==> config.mk <==
export PLATFORM = sky130hd
export DESIGN_NAME = acsi_scsi_target_command_engine
export DESIGN_NICKNAME = d
export VERILOG_FILES = /design/src/rtl/core/acsi_pkg.sv /design/src/rtl/core/acsi_resp.sv /design/src/rtl/core/acsi_scsi_target_command_engine.sv
export SDC_FILE = /design/constraint.sdc
export NUM_CORES = 2
export LEC_CHECK = 0
export BUFFER_PORTS_ARGS = -buffer_cell sky130_fd_sc_hd__clkbuf_2
export CAP_MARGIN = 20
export CORE_MARGIN = 8
export CORE_UTILIZATION = 45
export DETAILED_ROUTE_END_ITERATION = 12
export GPL_TIMING_DRIVEN = 0
export HOLD_SLACK_MARGIN = 0.05
export SLEW_MARGIN = 20
export SYNTH_ARGS = -nofsm -noshare
export SYNTH_HDL_FRONTEND = slang
export SYNTH_SLANG_ARGS = --single-unit
==> constraint.sdc <==
create_clock -name aclk -period 17.9 [get_ports aclk]
set_input_delay 1.79 -clock aclk [delete_from_list [all_inputs] [get_ports aclk]]
set_output_delay 1.79 -clock aclk [all_outputs]
set_load 0.005 [all_outputs]
==> src/rtl/core/acsi_pkg.sv <==
package acsi_pkg;

    typedef enum logic [2:0] {
        ST_IDLE,
        ST_READ,
        ST_EXEC,
        ST_HEAD,
        ST_BYTES
    } acsi_state_t;

    localparam logic [1:0] FUNC_SELECT = 2'd0;
    localparam logic [1:0] FUNC_CMD    = 2'd1;
    localparam logic [1:0] FUNC_WDONE  = 2'd2;

    localparam logic [1:0] STAT_GOOD  = 2'd0;
    localparam logic [1:0] STAT_CHECK = 2'd1;
    localparam logic [1:0] STAT_SHIP  = 2'd2;

    localparam logic [7:0] OP_TUR     = 8'h00;
    localparam logic [7:0] OP_RSENSE  = 8'h03;
    localparam logic [7:0] OP_FORMAT  = 8'h04;
    localparam logic [7:0] OP_READ6   = 8'h08;
    localparam logic [7:0] OP_WRITE6  = 8'h0A;
    localparam logic [7:0] OP_SEEK    = 8'h0B;
    localparam logic [7:0] OP_INQUIRY = 8'h12;
    localparam logic [7:0] OP_MSELECT = 8'h15;
    localparam logic [7:0] OP_MSENSE  = 8'h1A;
    localparam logic [7:0] OP_SHIP    = 8'h1B;
    localparam logic [7:0] OP_RDCAP   = 8'h25;
    localparam logic [7:0] OP_READ10  = 8'h28;
    localparam logic [7:0] OP_WRITE10 = 8'h2A;
    localparam logic [7:0] OP_RLUNS   = 8'hA0;

    localparam logic [7:0] SN_NONE    = 8'h00;
    localparam logic [7:0] SN_RDERR   = 8'h01;
    localparam logic [7:0] SN_WRERR   = 8'h03;
    localparam logic [7:0] SN_BADOP   = 8'h20;
    localparam logic [7:0] SN_RANGE   = 8'h21;
    localparam logic [7:0] SN_BADFLD  = 8'h24;
    localparam logic [7:0] SN_BADLUN  = 8'h25;
    localparam logic [7:0] SN_NOMED   = 8'h3A;

    typedef enum logic [2:0] {
        RSP_NONE,
        RSP_INQ,
        RSP_SENSE,
        RSP_CAP,
        RSP_MODE,
        RSP_LUNS
    } acsi_rsp_t;

    // per-target state word
    typedef struct packed {
        logic [7:0]  sense;
        logic        valid;
        logic [31:0] last;
    } acsi_tgt_t;

    // response generator setup
    typedef struct packed {
        acsi_rsp_t   kind;
        logic [6:0]  nbytes;
        logic [7:0]  page;
        logic        lun_nz;
        acsi_tgt_t   tgt;
        logic [31:0] sectors;
    } acsi_rsp_cfg_t;

    function automatic logic [7:0] inq_byte(input logic [5:0] i);
        logic [7:0] r;
        case (i)
            6'd2:  r = 8'd1;
            6'd4:  r = 8'd31;
            6'd8:  r = "D";
            6'd9:  r = "I";
            6'd10: r = "S";
            6'd11: r = "K";
            6'd12: r = "E";
            6'd13: r = "M";
            6'd14: r = "U";
            6'd15: r = " ";
            6'd16: r = "E";
            6'd17: r = "m";
            6'd18: r = "u";
            6'd19: r = "l";
            6'd20: r = "a";
            6'd21: r = "t";
            6'd22: r = "e";
            6'd23: r = "d";
            6'd24: r = "H";
            6'd25: r = "a";
            6'd26: r = "r";
            6'd27: r = "d";
            6'd28: r = "d";
            6'd29: r = "i";
            6'd30: r = "s";
            6'd31: r = "k";
            6'd32: r = "0";
            6'd33: r = "1";
            6'd34: r = "8";
            6'd35: r = "0";
            default: r = 8'd0;
        endcase
        return r;
    endfunction

endpackage

==> src/rtl/core/acsi_resp.sv <==
module acsi_resp
    import acsi_pkg::*;
#(
    parameter int SECTOR_BYTES = 512
) (
    input  logic          aclk,
    input  acsi_rsp_cfg_t cfg,
    input  logic [5:0]    idx,
    input  logic          en,
    output logic [7:0]    data
);

    localparam logic [31:0] SB = 32'(SECTOR_BYTES);

    acsi_rsp_cfg_t cfg_reg;
    logic [7:0] data_next;
    logic [31:0] cap;
    logic [31:0] a;
    logic [31:0] s;

    always_ff @(posedge aclk) begin
        cfg_reg <= cfg;
    end

    function automatic logic [7:0] pvend(input logic [5:0] i, input logic [31:0] sc);
        logic [7:0] r;
        case (i)
            6'd1:  r = 8'd14;
            6'd3:  r = 8'd8;
            6'd5:  r = sc[23:16];
            6'd6:  r = sc[15:8];
            6'd7:  r = sc[7:0];
            6'd9:  r = SB[23:16];
            6'd10: r = SB[15:8];
            6'd11: r = SB[7:0];
            default: r = 8'd0;
        endcase
        return r;
    endfunction

    function automatic logic [7:0] pgeo(input logic [5:0] i, input logic [31:0] sc);
        logic [7:0] r;
        case (i)
            6'd0:  r = 8'd4;
            6'd1:  r = 8'd22;
            6'd2:  r = sc[30:23];
            6'd3:  r = sc[22:15];
            6'd4:  r = sc[14:7];
            6'd5:  r = 8'd128;
            6'd20: r = 8'h1c;
            6'd21: r = 8'h20;
            default: r = 8'd0;
        endcase
        return r;
    endfunction

    always_comb begin
        a = cfg_reg.tgt.last;
        s = cfg_reg.sectors;
        cap = s - 32'd1;
        data_next = 8'd0;
        case (cfg_reg.kind)
            RSP_INQ: begin
                if (idx == 6'd0) data_next = cfg_reg.lun_nz ? 8'h7F : 8'h00;
                else data_next = inq_byte(idx);
            end
            RSP_CAP: begin
                case (idx)
                    6'd0: data_next = cap[31:24];
                    6'd1: data_next = cap[23:16];
                    6'd2: data_next = cap[15:8];
                    6'd3: data_next = cap[7:0];
                    6'd4: data_next = SB[31:24];
                    6'd5: data_next = SB[23:16];
                    6'd6: data_next = SB[15:8];
                    6'd7: data_next = SB[7:0];
                    default: data_next = 8'd0;
                endcase
            end
            RSP_LUNS: data_next = (idx == 6'd3) ? 8'd8 : 8'd0;
            RSP_SENSE: begin
                if (cfg_reg.nbytes <= 7'd4) begin
                    case (idx)
                        6'd0: data_next = cfg_reg.tgt.sense | {cfg_reg.tgt.valid, 7'd0};
                        6'd1: data_next = cfg_reg.tgt.valid ? a[23:16] : 8'd0;
                        6'd2: data_next = cfg_reg.tgt.valid ? a[15:8] : 8'd0;
                        6'd3: data_next = cfg_reg.tgt.valid ? a[7:0] : 8'd0;
                        default: data_next = 8'd0;
                    endcase
                end else begin
                    case (idx)
                        6'd0: data_next = {cfg_reg.tgt.valid, 7'h70};
                        6'd2: begin
                            if (cfg_reg.tgt.sense == SN_NONE) data_next = 8'd0;
                            else if (cfg_reg.tgt.sense == SN_BADOP
                                || cfg_reg.tgt.sense == SN_RANGE
                                || cfg_reg.tgt.sense == SN_BADFLD
                                || cfg_reg.tgt.sense == SN_BADLUN) data_next = 8'd5;
                            else if (cfg_reg.tgt.sense == SN_NOMED) data_next = 8'd2;
                            else data_next = 8'd4;
                        end
                        6'd4: data_next = cfg_reg.tgt.valid ? a[23:16] : 8'd0;
                        6'd5: data_next = cfg_reg.tgt.valid ? a[15:8] : 8'd0;
                        6'd6: data_next = cfg_reg.tgt.valid ? a[7:0] : 8'd0;
                        6'd7: data_next = 8'd14;
                        6'd12: data_next = cfg_reg.tgt.sense;
                        6'd19: data_next = a[23:16];
                        6'd20: data_next = a[15:8];
                        6'd21: data_next = a[7:0];
                        default: data_next = 8'd0;
                    endcase
                end
            end
            RSP_MODE: begin
                if (cfg_reg.page == 8'h00) begin
                    data_next = (idx < 6'd16) ? pvend(idx, s) : 8'd0;
                end else begin
                    if (idx == 6'd0) data_next = (cfg_reg.page == 8'h04) ? 8'd24 : 8'd43;
                    else if (idx >= 6'd4 && idx < 6'd28) data_next = pgeo(idx - 6'd4, s);
                    else if (idx >= 6'd28 && cfg_reg.page == 8'h3F)
                        data_next = pvend(idx - 6'd28, s);
                    else data_next = 8'd0;
                end
            end
            default: data_next = 8'd0;
        endcase
    end

    always_ff @(posedge aclk) begin
        if (en) data <= data_next;
    end

endmodule

==> src/rtl/core/acsi_scsi_target_command_engine.sv <==
// Hard-disk target command engine. Select a target (func 0), then send command
// bytes (func 1); 6-, 10- and 12-byte packets execute on their last byte. Every
// input transfer yields one header result, followed for inquiry, request sense,
// read capacity, mode sense and report LUNs by up to MAX_RESP_BYTES response
// byte transfers. Per-target sense code, address-valid and last block live in
// a small synchronous memory that each item reads and may write back once. A
// command byte, write-phase or unused-code item passes through accept, memory
// read, execute and header states, and a select through accept and header; a
// response then sends its bytes from a registered byte generator. The single
// memory port and the one-item sequencer take no new item until the last is
// done; a stalled output holds them. The output register holds a result until taken.
module acsi_scsi_target_command_engine
    import acsi_pkg::*;
#(
    parameter int NUM_TARGETS    = 8,
    parameter int CMD_BYTES      = 12,
    parameter int SECTOR_BYTES   = 512,
    parameter int MAX_RESP_BYTES = 44
) (
    input  logic        aclk,
    input  logic        aresetn,
    input  logic        cfg_we,
    input  logic [2:0]  cfg_index,
    input  logic [63:0] cfg_data,
    input  logic        s_tvalid,
    output logic        s_tready,
    input  logic [15:0] s_tdata,   // func[1:0], value[9:2], zero[15:10]
    output logic        m_tvalid,
    input  logic        m_tready,
    output logic [71:0] m_tdata,   // status_code[1:0], executed[2], data_len[27:3],
                                   // dma_write[28], block_addr[60:29], has_byte[61],
                                   // resp_byte[69:62], zero[71:70]
    output logic        m_tlast
);

    localparam int CW = $clog2(CMD_BYTES);

    logic [7:0]  present_reg, ro_reg;
    logic [63:0] sect_reg [4];

    acsi_state_t state_reg, state_next;
    logic [2:0]  sel_reg;
    logic [3:0]  cnt_reg;
    logic [7:0]  op_reg;
    logic [1:0]  stat_reg;
    logic [7:0]  cmd_reg [CMD_BYTES];
    logic [1:0]  func_reg;
    logic [7:0]  val_reg;

    acsi_tgt_t   tmem [8];
    acsi_tgt_t   trd_reg;
    logic        twe;
    acsi_tgt_t   twd;

    logic        exe_reg;
    logic [24:0] dlen_reg;
    logic        dwr_reg;
    logic [31:0] baddr_reg;
    logic [6:0]  nb_reg;
    logic [6:0]  bi_reg;
    acsi_rsp_cfg_t rcfg, rcfg_reg;
    logic [7:0]  rdata;

    logic [71:0] mdata_reg;
    logic        mvalid_reg, mlast_reg;

    always_ff @(posedge aclk) begin
        if (!aresetn) begin
            present_reg <= '0;
            ro_reg <= '0;
            for (int i = 0; i < 4; i++) sect_reg[i] <= '0;
        end else if (cfg_we) begin
            case (cfg_index)
                3'd0: present_reg <= cfg_data[7:0];
                3'd1: ro_reg <= cfg_data[7:0];
                3'd2, 3'd3, 3'd4, 3'd5: sect_reg[cfg_index[1:0] - 2'd2] <= cfg_data;
                default: ;
            endcase
        end
    end

    logic [1:0] func_in;
    logic [7:0] val_in;
    assign func_in = s_tdata[1:0];
    assign val_in  = s_tdata[9:2];
    assign s_tready = (state_reg == ST_IDLE) && aresetn;

    logic [31:0] secs;
    logic        tgt_ok, present;
    assign secs = sel_reg[0] ? sect_reg[sel_reg[2:1]][63:32] : sect_reg[sel_reg[2:1]][31:0];
    assign tgt_ok = 32'(sel_reg) < NUM_TARGETS;
    assign present = tgt_ok && present_reg[sel_reg];

    // target memory: read in ST_READ, write back in ST_EXEC
    always_ff @(posedge aclk) begin
        if (!aresetn) begin
            for (int i = 0; i < 8; i++) tmem[i] <= '0;
        end else if (twe) begin
            tmem[sel_reg] <= twd;
        end
        trd_reg <= tmem[sel_reg];
    end

    // execute
    logic [3:0]  cnt_n;
    logic [7:0]  op_n;
    logic [1:0]  stat_n;
    logic        exe_n, dwr_n;
    logic [24:0] dlen_n;
    logic [31:0] baddr_n;
    logic [31:0] lba, cnt32, dlen32;
    logic        done, lun_nz, wr, rsp;
    acsi_tgt_t   t_n;
    acsi_rsp_t   kind_n;

    always_comb begin
        cnt_n = cnt_reg;
        op_n = op_reg;
        stat_n = stat_reg;
        exe_n = 1'b0;
        dwr_n = 1'b0;
        dlen32 = '0;
        baddr_n = '0;
        t_n = trd_reg;
        twe = 1'b0;
        kind_n = RSP_NONE;
        rsp = 1'b0;
        done = 1'b0;
        lun_nz = cmd_reg[1][7:5] != 3'd0;
        wr = 1'b0;
        lba = '0;
        cnt32 = '0;
        if (func_reg == FUNC_WDONE) begin
            if (!tgt_ok) stat_n = STAT_CHECK;
            else if (!present_reg[sel_reg] || ro_reg[sel_reg]) begin
                stat_n = STAT_CHECK;
                t_n.sense = SN_WRERR;
                twe = 1'b1;
            end
        end else if (func_reg == FUNC_CMD) begin
            if (!present) begin
                stat_n = STAT_CHECK;
            end else begin
                if (cnt_reg == 4'd0) op_n = val_reg;
                if (cnt_reg != 4'd15) cnt_n = cnt_reg + 4'd1;
                done = (op_n < 8'h20 && cnt_n == 4'd6) ||
                       (op_n >= 8'h20 && op_n < 8'h60 && cnt_n == 4'd10) ||
                       (op_n == OP_RLUNS && cnt_n == 4'd12);
                lba = (op_n < 8'h20) ? {11'd0, cmd_reg[1][4:0], cmd_reg[2], cmd_reg[3]}
                                     : {cmd_reg[2], cmd_reg[3], cmd_reg[4], cmd_reg[5]};
                if (op_n < 8'h20)
                    cnt32 = ((op_n == OP_READ6 || op_n == OP_WRITE6) && cmd_reg[4] == 8'd0)
                          ? 32'd256 : {24'd0, cmd_reg[4]};
                else cnt32 = {16'd0, cmd_reg[7], cmd_reg[8]};
                wr = (op_n == OP_WRITE6 || op_n == OP_WRITE10);
                if (done) begin
                    twe = 1'b1;
                    if (!lun_nz || op_n == OP_INQUIRY) begin
                        exe_n = 1'b1;
                        unique case (op_n)
                            OP_TUR: stat_n = STAT_GOOD;
                            OP_RDCAP: begin
                                dlen32 = 32'd8; kind_n = RSP_CAP;
                                stat_n = STAT_GOOD; t_n.sense = SN_NONE; t_n.valid = 1'b0;
                            end
                            OP_READ6, OP_READ10, OP_WRITE6, OP_WRITE10: begin
                                t_n.last = lba; baddr_n = lba; t_n.valid = 1'b1;
                                stat_n = STAT_CHECK;
                                if (!present) t_n.sense = wr ? SN_WRERR : SN_RDERR;
                                else if (lba >= secs || cnt32 > secs - lba) t_n.sense = SN_RANGE;
                                else if (wr && cnt32 == 32'd0) t_n.sense = SN_WRERR;
                                else begin
                                    dlen32 = cnt32 * 32'(SECTOR_BYTES);
                                    dwr_n = wr; stat_n = STAT_GOOD; t_n.sense = SN_NONE;
                                end
                            end
                            OP_SEEK: begin
                                t_n.last = lba; baddr_n = lba; t_n.valid = 1'b1;
                                if (present && lba < secs) begin
                                    stat_n = STAT_GOOD; t_n.sense = SN_NONE;
                                end else begin
                                    stat_n = STAT_CHECK; t_n.sense = SN_RANGE;
                                end
                            end
                            OP_INQUIRY: begin
                                dlen32 = {24'd0, cmd_reg[4]}; kind_n = RSP_INQ;
                                stat_n = STAT_GOOD; t_n.sense = SN_NONE; t_n.valid = 1'b0;
                            end
                            OP_SHIP: stat_n = STAT_SHIP;
                            OP_RSENSE: begin
                                kind_n = RSP_SENSE; stat_n = STAT_GOOD;
                                if (cmd_reg[4] == 8'd0) dlen32 = 32'd4;
                                else if (cmd_reg[4] > 8'd22) dlen32 = 32'd22;
                                else dlen32 = {24'd0, cmd_reg[4]};
                            end
                            OP_MSELECT, OP_FORMAT: begin
                                stat_n = STAT_GOOD; t_n.sense = SN_NONE; t_n.valid = 1'b0;
                            end
                            OP_MSENSE: begin
                                t_n.valid = 1'b0;
                                if (cmd_reg[3] != 8'd0 || !(cmd_reg[2] == 8'h00
                                    || cmd_reg[2] == 8'h04 || cmd_reg[2] == 8'h3F)) begin
                                    stat_n = STAT_CHECK; t_n.sense = SN_BADFLD;
                                end else begin
                                    kind_n = RSP_MODE; stat_n = STAT_GOOD; t_n.sense = SN_NONE;
                                    dlen32 = (cmd_reg[2] == 8'h00) ? 32'd16 :
                                             (cmd_reg[2] == 8'h04) ? 32'd28 : 32'd44;
                                    if ({24'd0, cmd_reg[4]} < dlen32) dlen32 = {24'd0, cmd_reg[4]};
                                end
                            end
                            OP_RLUNS: begin
                                dlen32 = 32'd16; kind_n = RSP_LUNS;
                                stat_n = STAT_GOOD; t_n.sense = SN_NONE; t_n.valid = 1'b0;
                            end
                            default: begin
                                stat_n = STAT_CHECK; t_n.sense = SN_BADOP; t_n.valid = 1'b0;
                            end
                        endcase
                    end else begin
                        t_n.sense = SN_BADLUN;
                        if (op_n == OP_RSENSE) begin
                            exe_n = 1'b1; kind_n = RSP_SENSE; stat_n = STAT_GOOD;
                            if (cmd_reg[4] == 8'd0) dlen32 = 32'd4;
                            else if (cmd_reg[4] > 8'd22) dlen32 = 32'd22;
                            else dlen32 = {24'd0, cmd_reg[4]};
                        end else stat_n = STAT_CHECK;
                    end
                end else if (op_n >= 8'h60 && op_n != OP_RLUNS) begin
                    stat_n = STAT_CHECK; t_n.sense = SN_BADOP; t_n.valid = 1'b0; twe = 1'b1;
                end else stat_n = STAT_GOOD;
            end
        end
        rsp = kind_n != RSP_NONE;
        dlen_n = dlen32[24:0];
        twd = t_n;
        // a sense response reads the state as it stood before the write-back; a nonzero LUN reports the bad-LUN code
        rcfg.kind = kind_n;
        rcfg.nbytes = !rsp ? 7'd0 :
                      (dlen32 < 32'(MAX_RESP_BYTES)) ? dlen32[6:0] : 7'(MAX_RESP_BYTES);
        rcfg.page = cmd_reg[2];
        rcfg.lun_nz = lun_nz;
        rcfg.tgt = (kind_n == RSP_SENSE) ? trd_reg : t_n;
        rcfg.tgt.sense = (kind_n == RSP_SENSE && lun_nz) ? SN_BADLUN : rcfg.tgt.sense;
        rcfg.sectors = secs;
        if (state_reg != ST_EXEC) twe = 1'b0;
    end

    always_ff @(posedge aclk) begin
        if (state_reg == ST_IDLE && s_tvalid) begin
            func_reg <= func_in;
            val_reg <= val_in;
        end
        if (!aresetn) begin
            for (int i = 0; i < CMD_BYTES; i++) cmd_reg[i] <= '0;
        end else if (state_reg == ST_EXEC && func_reg == FUNC_CMD && present
            && 32'(cnt_reg) < CMD_BYTES && cnt_reg != 4'd15) begin
            cmd_reg[cnt_reg[CW-1:0]] <= val_reg;
        end
        if (state_reg == ST_EXEC) begin
            exe_reg <= exe_n;
            dlen_reg <= dlen_n;
            dwr_reg <= dwr_n;
            baddr_reg <= baddr_n;
            nb_reg <= rcfg.nbytes;
            rcfg_reg <= rcfg;
        end else if (state_reg == ST_IDLE && s_tvalid && func_in == FUNC_SELECT) begin
            exe_reg <= 1'b0; dlen_reg <= '0; dwr_reg <= 1'b0;
            baddr_reg <= '0; nb_reg <= '0;
        end
    end

    logic mfree;
    logic fetch;
    assign mfree = !mvalid_reg || m_tready;
    assign fetch = (state_reg == ST_BYTES) && mfree && bi_reg != nb_reg;

    acsi_resp #(.SECTOR_BYTES(SECTOR_BYTES)) u_resp (
        .aclk (aclk),
        .cfg  (rcfg_reg),
        .idx  (bi_reg[5:0]),
        .en   (fetch),
        .data (rdata)
    );

    always_comb begin
        state_next = state_reg;
        unique case (state_reg)
            ST_IDLE:  if (s_tvalid) state_next = (func_in == FUNC_SELECT) ? ST_HEAD : ST_READ;
            ST_READ:  state_next = ST_EXEC;
            ST_EXEC:  state_next = ST_HEAD;
            ST_HEAD:  if (mfree)
                          state_next = (nb_reg == 7'd0 || func_reg != FUNC_CMD) ? ST_IDLE : ST_BYTES;
            ST_BYTES: if (bi_reg == nb_reg && mfree) state_next = ST_IDLE;
            default:  state_next = ST_IDLE;
        endcase
    end

    logic rpend_reg;

    always_ff @(posedge aclk) begin
        if (!aresetn) begin
            state_reg <= ST_IDLE;
            sel_reg <= '0;
            cnt_reg <= '0;
            op_reg <= '0;
            stat_reg <= '0;
            mvalid_reg <= 1'b0;
            mlast_reg <= 1'b0;
            bi_reg <= '0;
            rpend_reg <= 1'b0;
        end else begin
            state_reg <= state_next;
            if (state_reg == ST_IDLE && s_tvalid && func_in == FUNC_SELECT) begin
                sel_reg <= val_in[2:0];
                cnt_reg <= '0;
            end
            if (state_reg == ST_EXEC) begin
                cnt_reg <= cnt_n; op_reg <= op_n; stat_reg <= stat_n;
            end
            if (state_reg == ST_HEAD && mfree) begin
                mvalid_reg <= 1'b1;
                mdata_reg <= {2'd0, 8'd0, 1'b0, baddr_reg, dwr_reg, dlen_reg, exe_reg, stat_reg};
                mlast_reg <= (nb_reg == 7'd0) || func_reg != FUNC_CMD;
                bi_reg <= '0;
                rpend_reg <= 1'b0;
            end else if (state_reg == ST_BYTES && rpend_reg && mfree) begin
                mvalid_reg <= 1'b1;
                mdata_reg <= {2'd0, rdata, 1'b1, 61'd0};
                mlast_reg <= bi_reg == nb_reg;
            end else if (m_tready) begin
                mvalid_reg <= 1'b0;
            end
            if (state_reg == ST_BYTES) begin
                if (mfree) rpend_reg <= fetch;
                if (fetch) bi_reg <= bi_reg + 7'd1;
            end
        end
    end

    assign m_tvalid = mvalid_reg;
    assign m_tdata  = mdata_reg;
    assign m_tlast  = mlast_reg;

    assert property (@(posedge aclk) disable iff (!aresetn)
        s_tready |-> !mvalid_reg || state_reg == ST_IDLE)
        else $error("input taken outside idle");
    assert property (@(posedge aclk) disable iff (!aresetn)
        state_reg == ST_BYTES |-> bi_reg <= nb_reg)
        else $error("byte index overran");
    assert property (@(posedge aclk) disable iff (!aresetn)
        nb_reg <= 7'(MAX_RESP_BYTES))
        else $error("response count too large");

endmodule

==> impl_metrics.csv <==
group,metric,value,unit
worst_setup_path,critPathMaxStageDelay,0.80,ns
route,drc,0,
place,gp_congestion,0.986,
cells_and_area,drive_gt1_share,13.9,%
place,port_buffers,150,
floorplan,start_util,45.1,%
clock_network,cts-root-buf,"clkbuf_16",
clock_network,clkTransAtPathRegs,0.07,ns
timing,period_share,57.0,%
clock_network,cts.sinks,984,
route,vias,31115,
cells_and_area,largest_register_ffs,264,
cells_and_area,design_area,50800,sq um
synth,synthSimpleGateAreaFrac,16.1,%
synth,avgSynthCellArea,12.4,sq um
clock_network,clock_latency,0.71,ns
synth,synth_edf_count,812,
cells_and_area,layout.nets,4005,
synth,synthCells,3566,
worst_setup_path,worstSetupStartpointType,"flip-flop",
timing,rsz0062_at_grt,"no",
cells_and_area,syn_to_final_growth,14.9,%
timing,timing.fmax,98.0,MHz
worst_setup_path,path_buf_inv,9,
route,route.antenna.remaining_nets,0,
global_routing,track_usage,25.2,%
timing,tightestPinTransition,1.17,ns
worst_setup_path,cp_top_family,"buffers and inverters",
global_routing,grt_max_degree,60,
global_routing,grt_pass1_vias,30140,
pwr,power-per-cell-area,104,nW/um^2
worst_setup_path,cp_data_arrival_time,10.63,ns
timing,drv_slew,0,
synth,ys_seq_elements,984,
timing,setup_violations,0,
clock_network,cts_setup_buffers,0,
global_routing,gr-usage-met1,35.2,%
floorplan,dieArea,109000,sq um
synth,synth_top_family_by_area,"simple AND/OR/NAND/NOR gates",
worst_setup_path,crit_required,18.32,ns
global_routing,globalRouteMet2Util,39.3,%
worst_setup_path,endpoint_kind,"flip-flop",
route,totalWireLength,139000,um
synth,ys_seq_area_share,62.9,%
route,dr.pass1.iters,6,
timing,relSlewSlack,21.3,%
route,vias_per_cell,5.94,
place,placed_area,47400,sq um
global_routing,grt_pass1_wl,202000,um
global_routing,use_met3,4.58,%
floorplan,die_w,330,um
route,drtIter0Drc,3897,
clock_network,cts_made_buffers,104,
pwr,p_total,5.30,mW
pwr,ir_worst_vdd,100,uV
clock_network,cts_hold_buf,0,
clock_network,cts.repair.resized,0,
global_routing,antenna_found_initial,4,
min_path,holdCritPathClass,"flip-flop to flip-flop",
status,status,"complete, no violations",
global_routing,top_usage_layer,"met2",
floorplan,core,98000,sq um
timing,fin_worst_skew,0.0458,ns
worst_setup_path,cp_slowest_cell,"mux2i_1",
global_routing,grt-ovfl-total,0,
route,drt-wirelength-per-cell,26.6,um
synth,yosys_most_used_dff,"edfxtp_1",
synth,muxShareOfSynthArea,5.52,%
clock_network,cts_max_path_buffers,3,
worst_setup_path,path_class,"flip-flop to flip-flop",
place,place.detailed.hpwl,101000,um
synth,yosys_warnings,0,
synth,async_flop_share,0,%
timing,fin_crit,10.20,ns
synth,ys_types,92,
floorplan,die_h,330,um
pwr,total_leakage_power,18.4,nW
run,maxCapViolations,0,
synth,synth-compound-area-share,9.94,%
synth,synth-xor-area-share,1.25,%
timing,finalSetupTns,0,ns
clock_network,htreeDepth,3,
synth,yosys.area_share.adder,1.74,%
floorplan,rows,115,
floorplan,num_io_pins,163,
clock_network,cts_tree,"done",
timing,finalHoldViolCount,0,
synth,syn_area,44200,sq um
worst_setup_path,critPathMaxFanout,10,
cells_and_area,filler_cell_count,8497,
metrics by stage:
| step | setup WS, ns | hold WS [ns] | util, % | instances |
|---|---|---|---|---|
| 2_1_floorplan | 10.40 | 0.323 | - | 3570 |
| 3_3_place_gp | 5.97 | 0.323 | 47.6 | 5007 |
| 3_5_place_dp | 8.05 | 0.327 | 48.4 | 5035 |
| 4_1_cts | 8.01 | 0.336 | 51.8 | 5231 |
| 5_1_grt | 7.25 | 0.341 | 51.9 | 5235 |
| 6_report | 7.70 | 0.335 | 51.9 | 5236 |
per-layer routing:
layer	vias to the layer above	routed length, um
li1	13842	-
met1	15373	58400
met2	1636	62200
met3	264	13000
met4	0	5450
met5	-	0
power by group:
part           switching [mW]  total, mW  internal (mW)
registers              0.0599       2.66           2.60
logic                   0.342      0.511          0.169
clock network           0.920       2.12           1.20
total                    1.32       5.30           3.98
area by class of cell:
class                   instances  area, sq um  area share [%]
well taps                    1287         1610            3.17
clock buffers                 135         2880            5.67
inverters                      81          307           0.603
clock inverters                61          512            1.01
flip-flops and latches        984        27800            54.7
repair buffers                181         1420            2.79
diodes                          2         5.00         0.00985
plain buffers                 205          815            1.60
multi-input cells            2300        15500            30.4
cell usage in the layout, fill, tap and decap left out, types with 72 or more instances in the layout:
master	n
edfxtp_1	812
nor2_1	422
and2_1	374
clkbuf_1	197
nand2_1	189
dfxtp_1	172
clkbuf_2	154
a22oi_1	152
a21oi_1	111
clkbuf_16	108
inv_1	78
o21ai_0	72
Yosys cell counts, types with 15 or more instances:
master    count  area (sq um)
nor2b_1      43           269
edfxtp_1    812         24400
mux2_2       45           507
and3_1       51           319
nand4_1      52           325
o22ai_1      17           106
mux2i_1      48           480
a31oi_1      17           106
a21oi_2      20           175
xor2_1       27           236
ha_1         59           738
mux4_2       64          1440
nand2_1     198           743
inv_1        79           297
a22oi_1     152          1140
a221oi_1     21           184
a21o_1       19           143
nor3_1       72           360
nor2_1      424          1590
o211ai_1     17           128
and2_1      375          2350
nand2b_1     28           175
xnor2_1      36           315
nor4_1       28           175
a222oi_1     19           190
a21oi_1     111           556
nor3b_1      15           113
a211oi_1     18           135
clkbuf_1    178           668
o21ai_0      77           385
nand3_1      38           190
dfxtp_1     172          3440
cell families after synthesis:
group / Yosys count
compound gates: 621
xor+xnor: 63
fa+ha+maj: 61
buf+inv: 286
flops: 984
mux: 158
other cells: 1
simple gates: 1392
path summary, 6_finish.rpt:
path / slack [ns] / startpoint / depth (start not counted) / end
max: 7.70 / cnt_reg[0] / 36 / dlen_reg[9]
min reg2reg: 0.33 / rcfg_reg[4] / 0 / u_resp.s[4]
max reg2reg: 7.70 / cnt_reg[0] / 36 / dlen_reg[9]
min: 0.33 / rcfg_reg[4] / 0 / u_resp.s[4]
(Power assumes the default switching activity.)
